<file path="config.mk">
export PLATFORM = sky130hd
export DESIGN_NAME = cvir_front
export DESIGN_NICKNAME = d
export VERILOG_FILES = /design/src/rtl/cvir_pkg.sv /design/src/rtl/cvir_front.sv
export SDC_FILE = /design/constraint.sdc
export NUM_CORES = 1
export LEC_CHECK = 0
export ABC_AREA = 0
export BUFFER_PORTS_ARGS = -buffer_cell sky130_fd_sc_hd__buf_2
export CAP_MARGIN = 20
export CORE_MARGIN = 5
export CORE_UTILIZATION = 31
export DETAILED_ROUTE_END_ITERATION = 16
export PLACE_DENSITY = 0.55
export SETUP_SLACK_MARGIN = 0.02
export SYNTH_ARGS = -nofsm -noshare
export SYNTH_HDL_FRONTEND = slang
export SYNTH_SLANG_ARGS = --single-unit
export TNS_END_PERCENT = 5
</file>
<file path="constraint.sdc">
create_clock -name clk -period 3.8 [get_ports clk]
set_input_delay 0.76 -clock clk [delete_from_list [all_inputs] [get_ports clk]]
set_output_delay 0.76 -clock clk [all_outputs]
set_load 0.005 [all_outputs]
</file>
<file path="src/rtl/cvir_pkg.sv">
// ----------------------------------------------------------------------------
// cvir_pkg: shared types and constants for the cluster vertex index remapper
// Holds capacity constants, the queue entry type and the engine state codes.
// ----------------------------------------------------------------------------
package cvir_pkg;

	localparam int unsigned LOCAL_CAP          = 384;
	localparam int unsigned IDX_W              = 9;
	localparam int unsigned ID_W               = 16;
	localparam int unsigned MAX_VERTICES_DEF   = 65536;
	localparam int unsigned MAX_TRIANGLES_DEF  = 128;
	localparam logic [IDX_W-1:0] INDEX_COUNT_RST = 9'd384;

	typedef struct packed {
		logic [ID_W-1:0] vertex_a;
		logic [ID_W-1:0] vertex_b;
		logic [ID_W-1:0] vertex_c;
		logic            last_in_cluster;
	} tri_t;

	typedef enum logic [2:0] {
		ST_CLEAR,
		ST_IDLE,
		ST_LOOK,
		ST_CORNER,
		ST_DONE,
		ST_FLUSH
	} eng_state_t;

endpackage

</file>
<file path="src/rtl/cvir_front.sv">
// ----------------------------------------------------------------------------
// cvir_front: input side of the remapper
// Accepts triangles into a two-entry queue that feeds the remap engine.
// ----------------------------------------------------------------------------
module cvir_front (
	input  logic            clk,
	input  logic            arst_n,
	input  logic            in_valid,
	output logic            in_ready,
	input  cvir_pkg::tri_t  in_tri,
	output logic            q_valid,
	input  logic            q_pop,
	output cvir_pkg::tri_t  q_tri
);

	cvir_pkg::tri_t mem_q [2];
	logic           wr_ptr_q;
	logic           rd_ptr_q;
	logic [1:0]     cnt_q;
	logic           push;

	assign in_ready = (cnt_q != 2'd2);
	assign push     = in_valid && in_ready;
	assign q_valid  = (cnt_q != 2'd0);
	assign q_tri    = mem_q[rd_ptr_q];

	always_ff @(posedge clk) begin
		if (push) begin
			mem_q[wr_ptr_q] <= in_tri;
		end
	end

	always_ff @(posedge clk or negedge arst_n) begin
		if (!arst_n) begin
			wr_ptr_q <= 1'b0;
			rd_ptr_q <= 1'b0;
			cnt_q    <= 2'd0;
		end else begin
			if (push) wr_ptr_q <= ~wr_ptr_q;
			if (q_pop) rd_ptr_q <= ~rd_ptr_q;
			cnt_q <= cnt_q + {1'b0, push} - {1'b0, q_pop};
		end
	end

endmodule

</file>
Word level (Yosys, flattened, before mapping)
Memory sizes are Yosys's and may differ from the RTL's.
Cells that the tools add are included.
- bits in registers: 4
- bits in writable memories: 98
- output and inout port bits: 51
- logic and storage cells: 13
- memories kept: 1
- add/subtract/negate cells: 2
- equality and inequality tests: 1
- muxes and demuxes: 2
- bitwise gates (word level): 2
- reduce and logical (&&, ||, !) cells: 2
- memory list (memory ; depth ; bits a word ; read ports ; clocked after Yosys merged registers in ; write ports ; line ; RTL):
    mem_q ; 2 ; 49 ; 1 ; 0 ; 1 ; cvir_front.sv:16 ; cvir_pkg::tri_t mem_q [2];
- operators with widths (operator ; number):
    adder 2 x 1 -> 2 bit ; 1
    two-way mux 1 bit ; 2
    != test 2 bit (second input constant) ; 1
    inverter 1 bit ; 2
    nonzero test 2 bit ; 1
    subtractor 2 x 1 -> 2 bit ; 1
    logical AND 1 bit ; 1

Longest topological paths before layout
Gate-level depths: netlist (run 1).
- depth in word-level cells: 4
- gate-level depth with buffers: 5

Least setup slack after synthesis (run 1)
No wires, ideal clock.
- path type: input port to flip-flop
- start point: input port in_valid
- end point: memory mem_q[0][0] in the netlist's numbering (enable)
- setup time: 0.456 ns
- data arrival time: 2.923 ns
- setup slack: 0.422 ns
- stages on the path: 2
- path buffers: 0
- path through: nand2_1 -> nor2_1
- longest elaborated chain between the ends: 3
- RTL lines (item ; line ; RTL):
    start: declaration ; cvir_front.sv:8 ; input logic in_valid,
    logical AND 1 bit ; cvir_front.sv:23 ; assign push = in_valid && in_ready;
    two-way mux 1 bit ; cvir_front.sv:28 ; if (push) begin
    two-way mux 1 bit (not written as such) ; cvir_front.sv:29 ; mem_q[wr_ptr_q] <= in_tri;
    end: declaration ; cvir_front.sv:16 ;
No other way between the ends.

==> results of run 1 <==
## kinds of logic after synthesis
group	count (synthesis)	synth area share [%]
compound gates	2	0.476
xor+xnor	4	0.888
fa+ha+maj	1	0.317
buf+inv	6	1.55
flops	102	77.1
mux	49	18.6
simple gates	6	0.983
## per-stage QoR
| stage | power, mW | std cells | area [um2] | hold slack (ns) |
|---|---|---|---|---|
| detailed placement | 2.83 | 441 | 4650 | 0.533 |
| finish | 3.60 | 455 | 4920 | 0.214 |
| global route | 3.81 | 455 | 4920 | 0.199 |
| global placement | 2.81 | 441 | 4650 | 0.521 |
| floorplan | 2.43 | 170 | 3950 | 0.461 |
| CTS | 3.69 | 455 | 4920 | 0.197 |
## how the worst max path moves through the flow
stage                        to  slack, ns  cells after the start
finish                q_tri[11]       1.12                      2
global route          q_tri[31]       1.00                      2
CTS                   q_tri[31]       1.05                      2
detailed placement    q_tri[43]       1.43                      2
global placement    mem_q[1][2]       1.42                      3
floorplan           mem_q[0][0]       0.42                      2
## state kept, by name, summed over array words and instances (netlist names)
signal / cells
rd_ptr_q: 1
wr_ptr_q: 1
mem_q: 98
cnt_q: 2
## power by group through the flow
stage               Sequential, mW  Clock, mW  Combinational (mW)
CTS                           1.77      0.887                1.03
floorplan                     1.63          0               0.798
detailed placement            1.80          0                1.03
global placement              1.78          0                1.03
global route                  1.80      0.932                1.08
finish                        1.76      0.850               0.993
## layout make-up
cell class,instances,area (um2),area share (%)
sequential,102,3050,61.9
multi-input combinational,62,850,17.3
timing repair buffer,105,543,11.0
clock buffer,11,233,4.73
tap,172,215,4.37
clock inverter,3,37.5,0.762
## cells in the final DEF, fill, tap and decap left out, types with 2 or more instances in the layout
cell type | netlist | routed
mux2_4 | 49 | 49
xnor2_1 | 3 | 3
edfxtp_1 | 98 | 98
clkbuf_1 | 0 | 2
buf_2 | 1 | 103
clkbuf_16 | 0 | 9
clkinv_1 | 0 | 2
dfrtp_1 | 4 | 3
## per-layer routing
metal	vias up	part of all wire, %	GRT usage [%]
met5	-	0.10	0
li1	883	-	-
met1	927	42	10.7
met3	7	9.0	4.93
met2	62	47	14.4
met4	2	1.3	3.57
==> impl_metrics.py, run 1 <==
metrics = {
    "timing": {
        "setup_viol": 0,
        "drv_slew": 0,
        "tightest_slew_ns": 0.971,
        "timing.fmax_mhz": 373,
        "relSlewSlack_pct": 35.3,
        "min_period_ns": 2.68,
        "finClkSkew_ns": 0.00836,
        "finalSetupTns_ns": 0,
        "period_share_pct": 70.5,
        "finalHoldViolations": 0,
        "rsz0062_at_grt": "false",
        "fin_ws_ns": 1.12,
    },
    "clock_network": {
        "clockBufferDepth": 2,
        "postCtsSetupRepairBufs": 0,
        "cts_root_buffer": "clkbuf_16",
        "cts.sinks": 102,
        "clk_pin_slew_worst_paths_ns": 0.07,
        "cts-resized-gates": 0,
        "cts_hold_buf": 0,
        "h-tree-depth": 3,
        "cts_tree": "yes",
        "cts_made_buffers": 9,
        "insertion_delay_ns": 0.33,
    },
    "job": {
        "maxCapViolCount": 0,
    },
    "power_and_ir_drop": {
        "power.switching_mw": 0.935,
        "p_seq_share_pct": 48.8,
        "p_int_mw": 2.67,
        "ir_drop_mv": 0.385,
        "cellLeakagePower_nw": 1.95,
        "p_comb_share_pct": 27.6,
        "cellPowerDensity_nw_per_um2": 731,
        "switching_share_pct": 26.0,
        "p_clk_share_pct": 23.6,
    },
    "setup_path": {
        "critPathCaptureType": "primary output",
        "cp_cell_sequence": "mux2_4 > buf_2",
        "critPathBufInv": 1,
        "cpPeakStageDelay_ns": 1.07,
        "cp_slowest_cell": "dfrtp_4",
        "rr_startpoint": "cnt_q[1]",
        "critPathTopFamily": "flip-flops",
        "setup.worst_path.start": "rd_ptr_q",
        "crit_path_max_fanout": 50,
        "worstReg2RegEnd": "mem_q[1][14]",
        "ff2ff_path_depth": 3,
        "required_ns": 3.04,
        "rrSetupSlack_ns": 1.85,
        "startpoint_type": "flip-flop",
        "critPathKind": "reg -> out",
        "crit_arrival_ns": 1.92,
    },
    "final_layout": {
        "n_fill_cell": 1150,
        "n_antenna_cell": 0,
        "synthToLayoutAreaGrowth_pct": 24.8,
        "layout-drive-gt1-share_pct": 60.1,
        "final_nets": 334,
        "post-route-util_pct": 39.2,
    },
    "yosys": {
        "synthTopCellsByCount": "edfxtp_1 (98), mux2_4 (49), buf_6 (5)",
        "synthFlopType": "edfxtp_1",
        "synthTopCellsByArea": "edfxtp_1 (75%), mux2_4 (19%), dfrtp_1 (2.5%)",
        "synth_top_area_share_pct": 74.6,
        "synth_cell_types": 16,
        "synth_area_um2": 3950,
        "synthCells": 170,
        "ys_seq_elements": 102,
        "synth_edf_count": 98,
        "synth.avg_cell_area_um2": 23.2,
        "synth_nets": 224,
        "yosysSeqAreaShare_pct": 77.1,
        "yosysWarningCount": 0,
        "async_flop_share_pct": 3.92,
        "yosysMostFrequentCell": "edfxtp_1",
        "yosysTopAreaCell": "edfxtp_1",
    },
    "die": {
        "ioPinCount": 104,
        "coreArea_um2": 12600,
        "die_x_um": 123,
        "row_count": 41,
        "start_util_pct": 31.4,
        "die_h_um": 123,
        "dieArea_um2": 15100,
    },
    "global_routing": {
        "grt_pass1_vias": 2003,
        "overflow": 0,
        "track_usage_pct": 9.24,
        "grt_pass1_wl_um": 10200,
        "grt_max_degree": 51,
        "antenna_found_initial": 1,
    },
    "place": {
        "io_buffers": 103,
        "place_congestion": 0.638,
        "post-dp-hpwl_um": 4560,
        "dpl_worst_slack_ns": 1.43,
    },
    "routing": {
        "firstDrtPassIters": 4,
        "wl_um": 6780,
        "routed-via-count": 1881,
        "drc_errors": 0,
        "ant_nets": 0,
        "drt_iter0_drc": 96,
        "wl_per_cell_um": 14.9,
        "via_per_inst": 4.13,
    },
    "min_path": {
        "hp-class": "in -> async",
    },
    "run_status": {
        "outcome": "complete, no violations",
    },
}
No activity file was read; power rests on OpenSTA's default activity.
==> run 2: changes to the inputs <==
ABC_AREA = 1   (was 0)
PLACE_DENSITY = 0.56   (was 0.55)
clock period = 2.3 ns   (was 3.8 ns; I/O delays follow)
==> impl_metrics.py, run 2 <==
metrics = {
    "timing": {
        "finalHoldViolations": 0,
        "min_period_ns": 2.18,
        "timing.fmax_mhz": 459,
        "holdWs_ns": 0.301,
        "relSlewSlack_pct": 74.3,
        "rsz0062_at_grt": "false",
        "period_share_pct": 94.6,
        "finClkSkew_ns": 0.00722,
        "tightest_slew_ns": 0.385,
        "setup_viol": 0,
        "drv_slew": 0,
    },
    "die": {
        "die_x_um": 124,
        "die_h_um": 124,
        "ioPinCount": 104,
        "row_count": 41,
        "dieArea_um2": 15300,
        "start_util_pct": 31.7,
        "coreArea_um2": 12600,
    },
    "clock_network": {
        "insertion_delay_ns": 0.34,
        "h-tree-depth": 3,
        "cts_root_buffer": "clkbuf_16",
        "cts_tree": "yes",
        "clk_pin_slew_worst_paths_ns": 0.06,
        "clockBufferDepth": 2,
        "cts.sinks": 102,
        "cts_made_buffers": 9,
    },
    "place": {
        "post-dp-hpwl_um": 4600,
        "place_congestion": 0.648,
        "dp.cells": 453,
        "placed_area_um2": 4660,
        "io_buffers": 103,
    },
    "power_and_ir_drop": {
        "cellLeakagePower_nw": 2.06,
        "power_mw": 6.19,
        "cellPowerDensity_nw_per_um2": 1210,
        "ir_drop_mv": 0.525,
    },
    "routing": {
        "via_per_inst": 4.12,
        "drt_iter0_drc": 87,
        "firstDrtPassIters": 4,
        "drc_errors": 0,
        "routed-via-count": 1943,
        "wl_um": 7160,
        "wl_per_cell_um": 15.2,
        "ant_nets": 0,
    },
    "global_routing": {
        "busiest_layer": "met2",
        "use_met1_pct": 11.6,
        "grt_max_degree": 28,
        "antenna_found_initial": 1,
        "grt_pass1_vias": 2094,
        "overflow": 0,
        "use_met3_pct": 3.66,
        "met2_usage_pct": 15.5,
        "grt_pass1_wl_um": 10900,
        "track_usage_pct": 9.86,
    },
    "setup_path": {
        "rr_startpoint": "cnt_q[1]",
        "critPathKind": "reg -> out",
        "ff2ff_path_depth": 4,
        "cp_slowest_cell": "dfrtp_4",
        "critPathBufInv": 2,
        "startpoint_type": "flip-flop",
        "setup.worst_path.start": "rd_ptr_q",
        "worstReg2RegEnd": "mem_q[0][22]",
        "crit_path_max_fanout": 25,
        "rrSetupSlack_ns": 0.72,
        "cp.depth": 3,
        "crit_arrival_ns": 1.72,
        "critPathCaptureType": "primary output",
        "required_ns": 1.84,
        "cpPeakStageDelay_ns": 0.63,
        "cp_cell_sequence": "buf_12 > mux2_4 > buf_6",
        "crit_path_end": "q_tri[23]",
        "critPathTopFamily": "flip-flops",
    },
    "yosys": {
        "yosysWarningCount": 0,
        "synthTopCellsByArea": "edfxtp_1 (74%), mux2_4 (18%), buf_12 (2.5%)",
        "synth_nets": 234,
        "yosysMostFrequentCell": "edfxtp_1",
        "synthCells": 180,
        "async_flop_share_pct": 3.92,
        "synth_cell_types": 13,
        "synth_edf_count": 98,
        "yosysSeqAreaShare_pct": 76.1,
        "yosysTopAreaCell": "edfxtp_1",
        "synth_area_um2": 4000,
        "ys_seq_elements": 102,
        "synth.avg_cell_area_um2": 22.2,
        "synthTopCellsByCount": "edfxtp_1 (98), mux2_4 (49), nand2_1 (10)",
        "synthFlopType": "edfxtp_1",
        "synth_top_area_share_pct": 73.6,
    },
    "final_layout": {
        "mostFrequentLayoutCells": "edfxtp_1 (98), buf_2 (79), mux2_4 (49)",
        "regMostFlops": "mem_q",
        "largest_reg_flops": 98,
        "design_area_um2": 5120,
        "synthToLayoutAreaGrowth_pct": 28.2,
        "post-route-util_pct": 40.6,
        "final_nets": 349,
        "layout.cells.non_filler": 472,
        "n_antenna_cell": 0,
        "n_fill_cell": 1185,
        "layout_commonest_cell": "edfxtp_1",
        "layout-drive-gt1-share_pct": 57.7,
        "largest_registers": "mem_q (98), cnt_q (2)",
    },
    "job": {
        "maxCapViolCount": 0,
    },
    "min_path": {
        "hp-class": "in -> reg",
    },
    "run_status": {
        "outcome": "complete, no violations",
    },
}
## run 2: power breakdown
group | switching, mW | internal (mW)
Clock | 0.604 | 0.718
Combinational | 0.881 | 1.27
Sequential | 0.185 | 2.54
## run 2: metrics by stage
stage / TNS [ns] / setup WS (ns)
after floorplan: -3.90 / -0.0493
after global placement: 0 / 0.244
after detailed placement: 0 / 0.239
after CTS: -2.62 / -0.112
after global routing: 0 / 0.0302
final: 0 / 0.123
## run 2: cell type report
cell class	count	area [um2]	area share, %
clock buffers	10	229	4.47
clock inverters	6	28.8	0.562
inverters	5	18.8	0.366
multi-input cells	67	838	16.4
flip-flops and latches	102	3050	59.5
well taps	172	215	4.20
repair buffers	110	746	14.6
## run 2: kinds of logic after synthesis
group	Yosys count	synth area share (%)
DFF	102	76.1
muxes	49	18.4
and+or+nand+nor	15	1.53
buffers and inverters	11	3.26
AOI/OAI and AO/OA	1	0.125
xor gates and xnor gates	1	0.219
adders and majority gates	1	0.313
## run 2: per-layer routing
metal | wire length, um | up-vias
met3 | 513 | 14
met4 | 170 | 2
met5 | 13 | -
li1 | - | 919
met2 | 3610 | 66
met1 | 2850 | 942
## run 2: worst min path at each step
| stage | from | endpoint | slack, ns | cells after the start |
|---|---|---|---|---|
| finish | in_tri[42] | mem_q[0][42] | 0.30 | 1 |
| global route | in_tri[41] | mem_q[0][41] | 0.28 | 1 |
| CTS | in_tri[42] | mem_q[0][42] | 0.28 | 1 |
| detailed placement | arst_n | cnt_q[0] | 0.28 | 1 |
| global placement | arst_n | cnt_q[0] | 0.27 | 1 |
| floorplan | arst_n | cnt_q[0] | 0.16 | 0 |
## run 2: repair_timing
item	CTS	global route
setup buffers	1	1
gates resized for setup	24	0
hold buffers	1	0
setup endpoints to repair	49	24
hold endpoints to repair	4	0
==> run 3: changes to the inputs <==
==> constraint.sdc (replaced) <==
create_clock -name clk -period 2.3 [get_ports clk]
set_input_delay 0.345 -clock clk [delete_from_list [all_inputs] [get_ports clk]]
set_output_delay 0.345 -clock clk [all_outputs]
set_load 0.005 [all_outputs]
==> impl_metrics.py, run 3 (synthesized netlist as in run 2, its figures left out) <==
metrics = {
    "global_routing": {
        "antenna_found_initial": 0,
        "grt_pass1_vias": 2068,
        "overflow": 0,
        "met2_usage_pct": 14.5,
        "track_usage_pct": 9.34,
        "use_met1_pct": 10.9,
        "use_met3_pct": 5.35,
        "grt_pass1_wl_um": 10300,
        "busiest_layer": "met2",
        "grt_max_degree": 51,
    },
    "die": {
        "dieArea_um2": 15300,
        "die_h_um": 124,
        "row_count": 41,
        "start_util_pct": 31.7,
        "coreArea_um2": 12600,
        "ioPinCount": 104,
        "die_x_um": 124,
    },
    "routing": {
        "wl_per_cell_um": 14.5,
        "ant_nets": 0,
        "drt_iter0_drc": 158,
        "via_per_inst": 4.14,
        "firstDrtPassIters": 4,
        "wl_um": 6830,
        "drc_errors": 0,
        "routed-via-count": 1944,
    },
    "timing": {
        "setup_viol": 0,
        "relSlewSlack_pct": 80.4,
        "finalHoldViolations": 0,
        "finalSetupTns_ns": 0,
        "period_share_pct": 86.5,
        "tightest_slew_ns": 0.294,
        "min_period_ns": 1.99,
        "timing.fmax_mhz": 503,
        "drv_slew": 0,
        "finClkSkew_ns": 0.00735,
        "rsz0062_at_grt": "false",
    },
    "power_and_ir_drop": {
        "p_int_mw": 4.68,
        "cellLeakagePower_nw": 2.05,
        "p_seq_share_pct": 42.9,
        "ir_drop_mv": 0.494,
        "switching_share_pct": 25.8,
        "power_mw": 6.30,
        "cellPowerDensity_nw_per_um2": 1250,
        "p_comb_share_pct": 30.2,
        "power.switching_mw": 1.62,
        "p_clk_share_pct": 26.9,
    },
    "setup_path": {
        "cp_cell_sequence": "buf_12 > mux2_4 > buf_2",
        "crit_path_end": "q_tri[47]",
        "crit_arrival_ns": 1.65,
        "cp_slowest_cell": "dfrtp_4",
        "rrSetupSlack_ns": 0.78,
        "startpoint_type": "flip-flop",
        "critPathKind": "reg -> out",
        "crit_path_max_fanout": 20,
        "setup.worst_path.start": "rd_ptr_q",
        "cpPeakStageDelay_ns": 0.59,
        "worstReg2RegEnd": "cnt_q[1]",
        "rr_startpoint": "cnt_q[0]",
        "ff2ff_path_depth": 11,
        "critPathCaptureType": "primary output",
        "required_ns": 1.96,
    },
    "clock_network": {
        "insertion_delay_ns": 0.34,
        "cts_root_buffer": "clkbuf_16",
        "cts_tree": "yes",
        "cts_made_buffers": 9,
        "h-tree-depth": 3,
        "clockBufferDepth": 2,
        "cts.sinks": 102,
        "clk_pin_slew_worst_paths_ns": 0.07,
    },
    "run_status": {
        "outcome": "complete, no violations",
    },
    "final_layout": {
        "synthToLayoutAreaGrowth_pct": 26.7,
        "n_antenna_cell": 0,
        "mostFrequentLayoutCells": "buf_2 (103), edfxtp_1 (98), mux2_4 (49)",
        "largest_registers": "mem_q (98), cnt_q (2)",
        "layout.cells.non_filler": 470,
        "largest_reg_flops": 98,
        "layout-drive-gt1-share_pct": 58.4,
        "regMostFlops": "mem_q",
        "layout_commonest_cell": "buf_2",
        "n_fill_cell": 1201,
        "final_nets": 347,
    },
    "place": {
        "dp.cells": 453,
        "place_congestion": 0.666,
        "post-dp-hpwl_um": 4560,
        "io_buffers": 103,
    },
    "min_path": {
        "hp-class": "in -> reg",
    },
    "job": {
        "maxCapViolCount": 0,
    },
}
-- run 3: area by class of cell --
| class | instances | area, um2 | area share (%) |
|---|---|---|---|
| Multi-Input combinational cell | 67 | 838 | 16.6 |
| Clock buffer | 10 | 229 | 4.52 |
| Timing Repair Buffer | 108 | 606 | 12.0 |
| Sequential cell | 102 | 3050 | 60.2 |
| Inverter | 5 | 18.8 | 0.371 |
| Clock inverter | 6 | 109 | 2.15 |
| Tap cell | 172 | 215 | 4.25 |
-- run 3: power groups by stage --
stage / logic (mW) / registers (mW) / clock network, mW
after floorplan: 1.44 / 2.67 / 0
after global placement: 1.96 / 2.74 / 0
after detailed placement: 1.97 / 2.76 / 0
after CTS: 1.97 / 2.72 / 1.75
after global routing: 2.08 / 2.75 / 1.84
final: 1.90 / 2.71 / 1.69
-- run 3: worst min-delay path by stage --
| stage | startpoint | to | slack [ns] | cells after the start |
|---|---|---|---|---|
| detailed placement | arst_n | cnt_q[0] | 0.18 | 1 |
| floorplan | arst_n | cnt_q[0] | 0.05 | 0 |
| global route | in_tri[41] | mem_q[1][41] | 0.16 | 1 |
| global placement | arst_n | cnt_q[0] | 0.18 | 1 |
| CTS | in_tri[41] | mem_q[0][41] | 0.16 | 1 |
| finish | in_tri[41] | mem_q[0][41] | 0.19 | 1 |
-- run 3: layer usage --
layer | wire [um] | vias to the layer above
li1 | - | 922
met1 | 2850 | 943
met2 | 3350 | 72
met3 | 571 | 7
met4 | 63 | 0
met5 | 0 | -
-- run 3: worst max-delay path: cells and delay by family, from the launching register on --
| family | cells | cell delay, ns |
|---|---|---|
| flops | 1 | 0.59 |
| buf+inv | 2 | 0.36 |
| mux | 1 | 0.32 |
-- run 3: through the flow --
| stage | instance area, um2 | hold WS (ns) | utilization (%) | setup slack (ns) |
|---|---|---|---|---|
| 6_report | 5060 | 0.186 | 40.1 | 0.310 |
| 5_1_grt | 5060 | 0.159 | 40.1 | 0.227 |
| 3_3_place_gp | 4710 | 0.180 | 37.4 | 0.646 |
| 2_1_floorplan | 4000 | 0.0494 | - | -0.0493 |
| 3_5_place_dp | 4710 | 0.181 | 37.4 | 0.654 |
| 4_1_cts | 5060 | 0.164 | 40.1 | 0.269 |
-- run 3: what timing repair did --
item	CTS	global route
buffers inserted	0	0
setup endpoints to repair	0	0
hold buffers	1	0
resized for setup	0	0
endpoints found under the hold margin	4	0
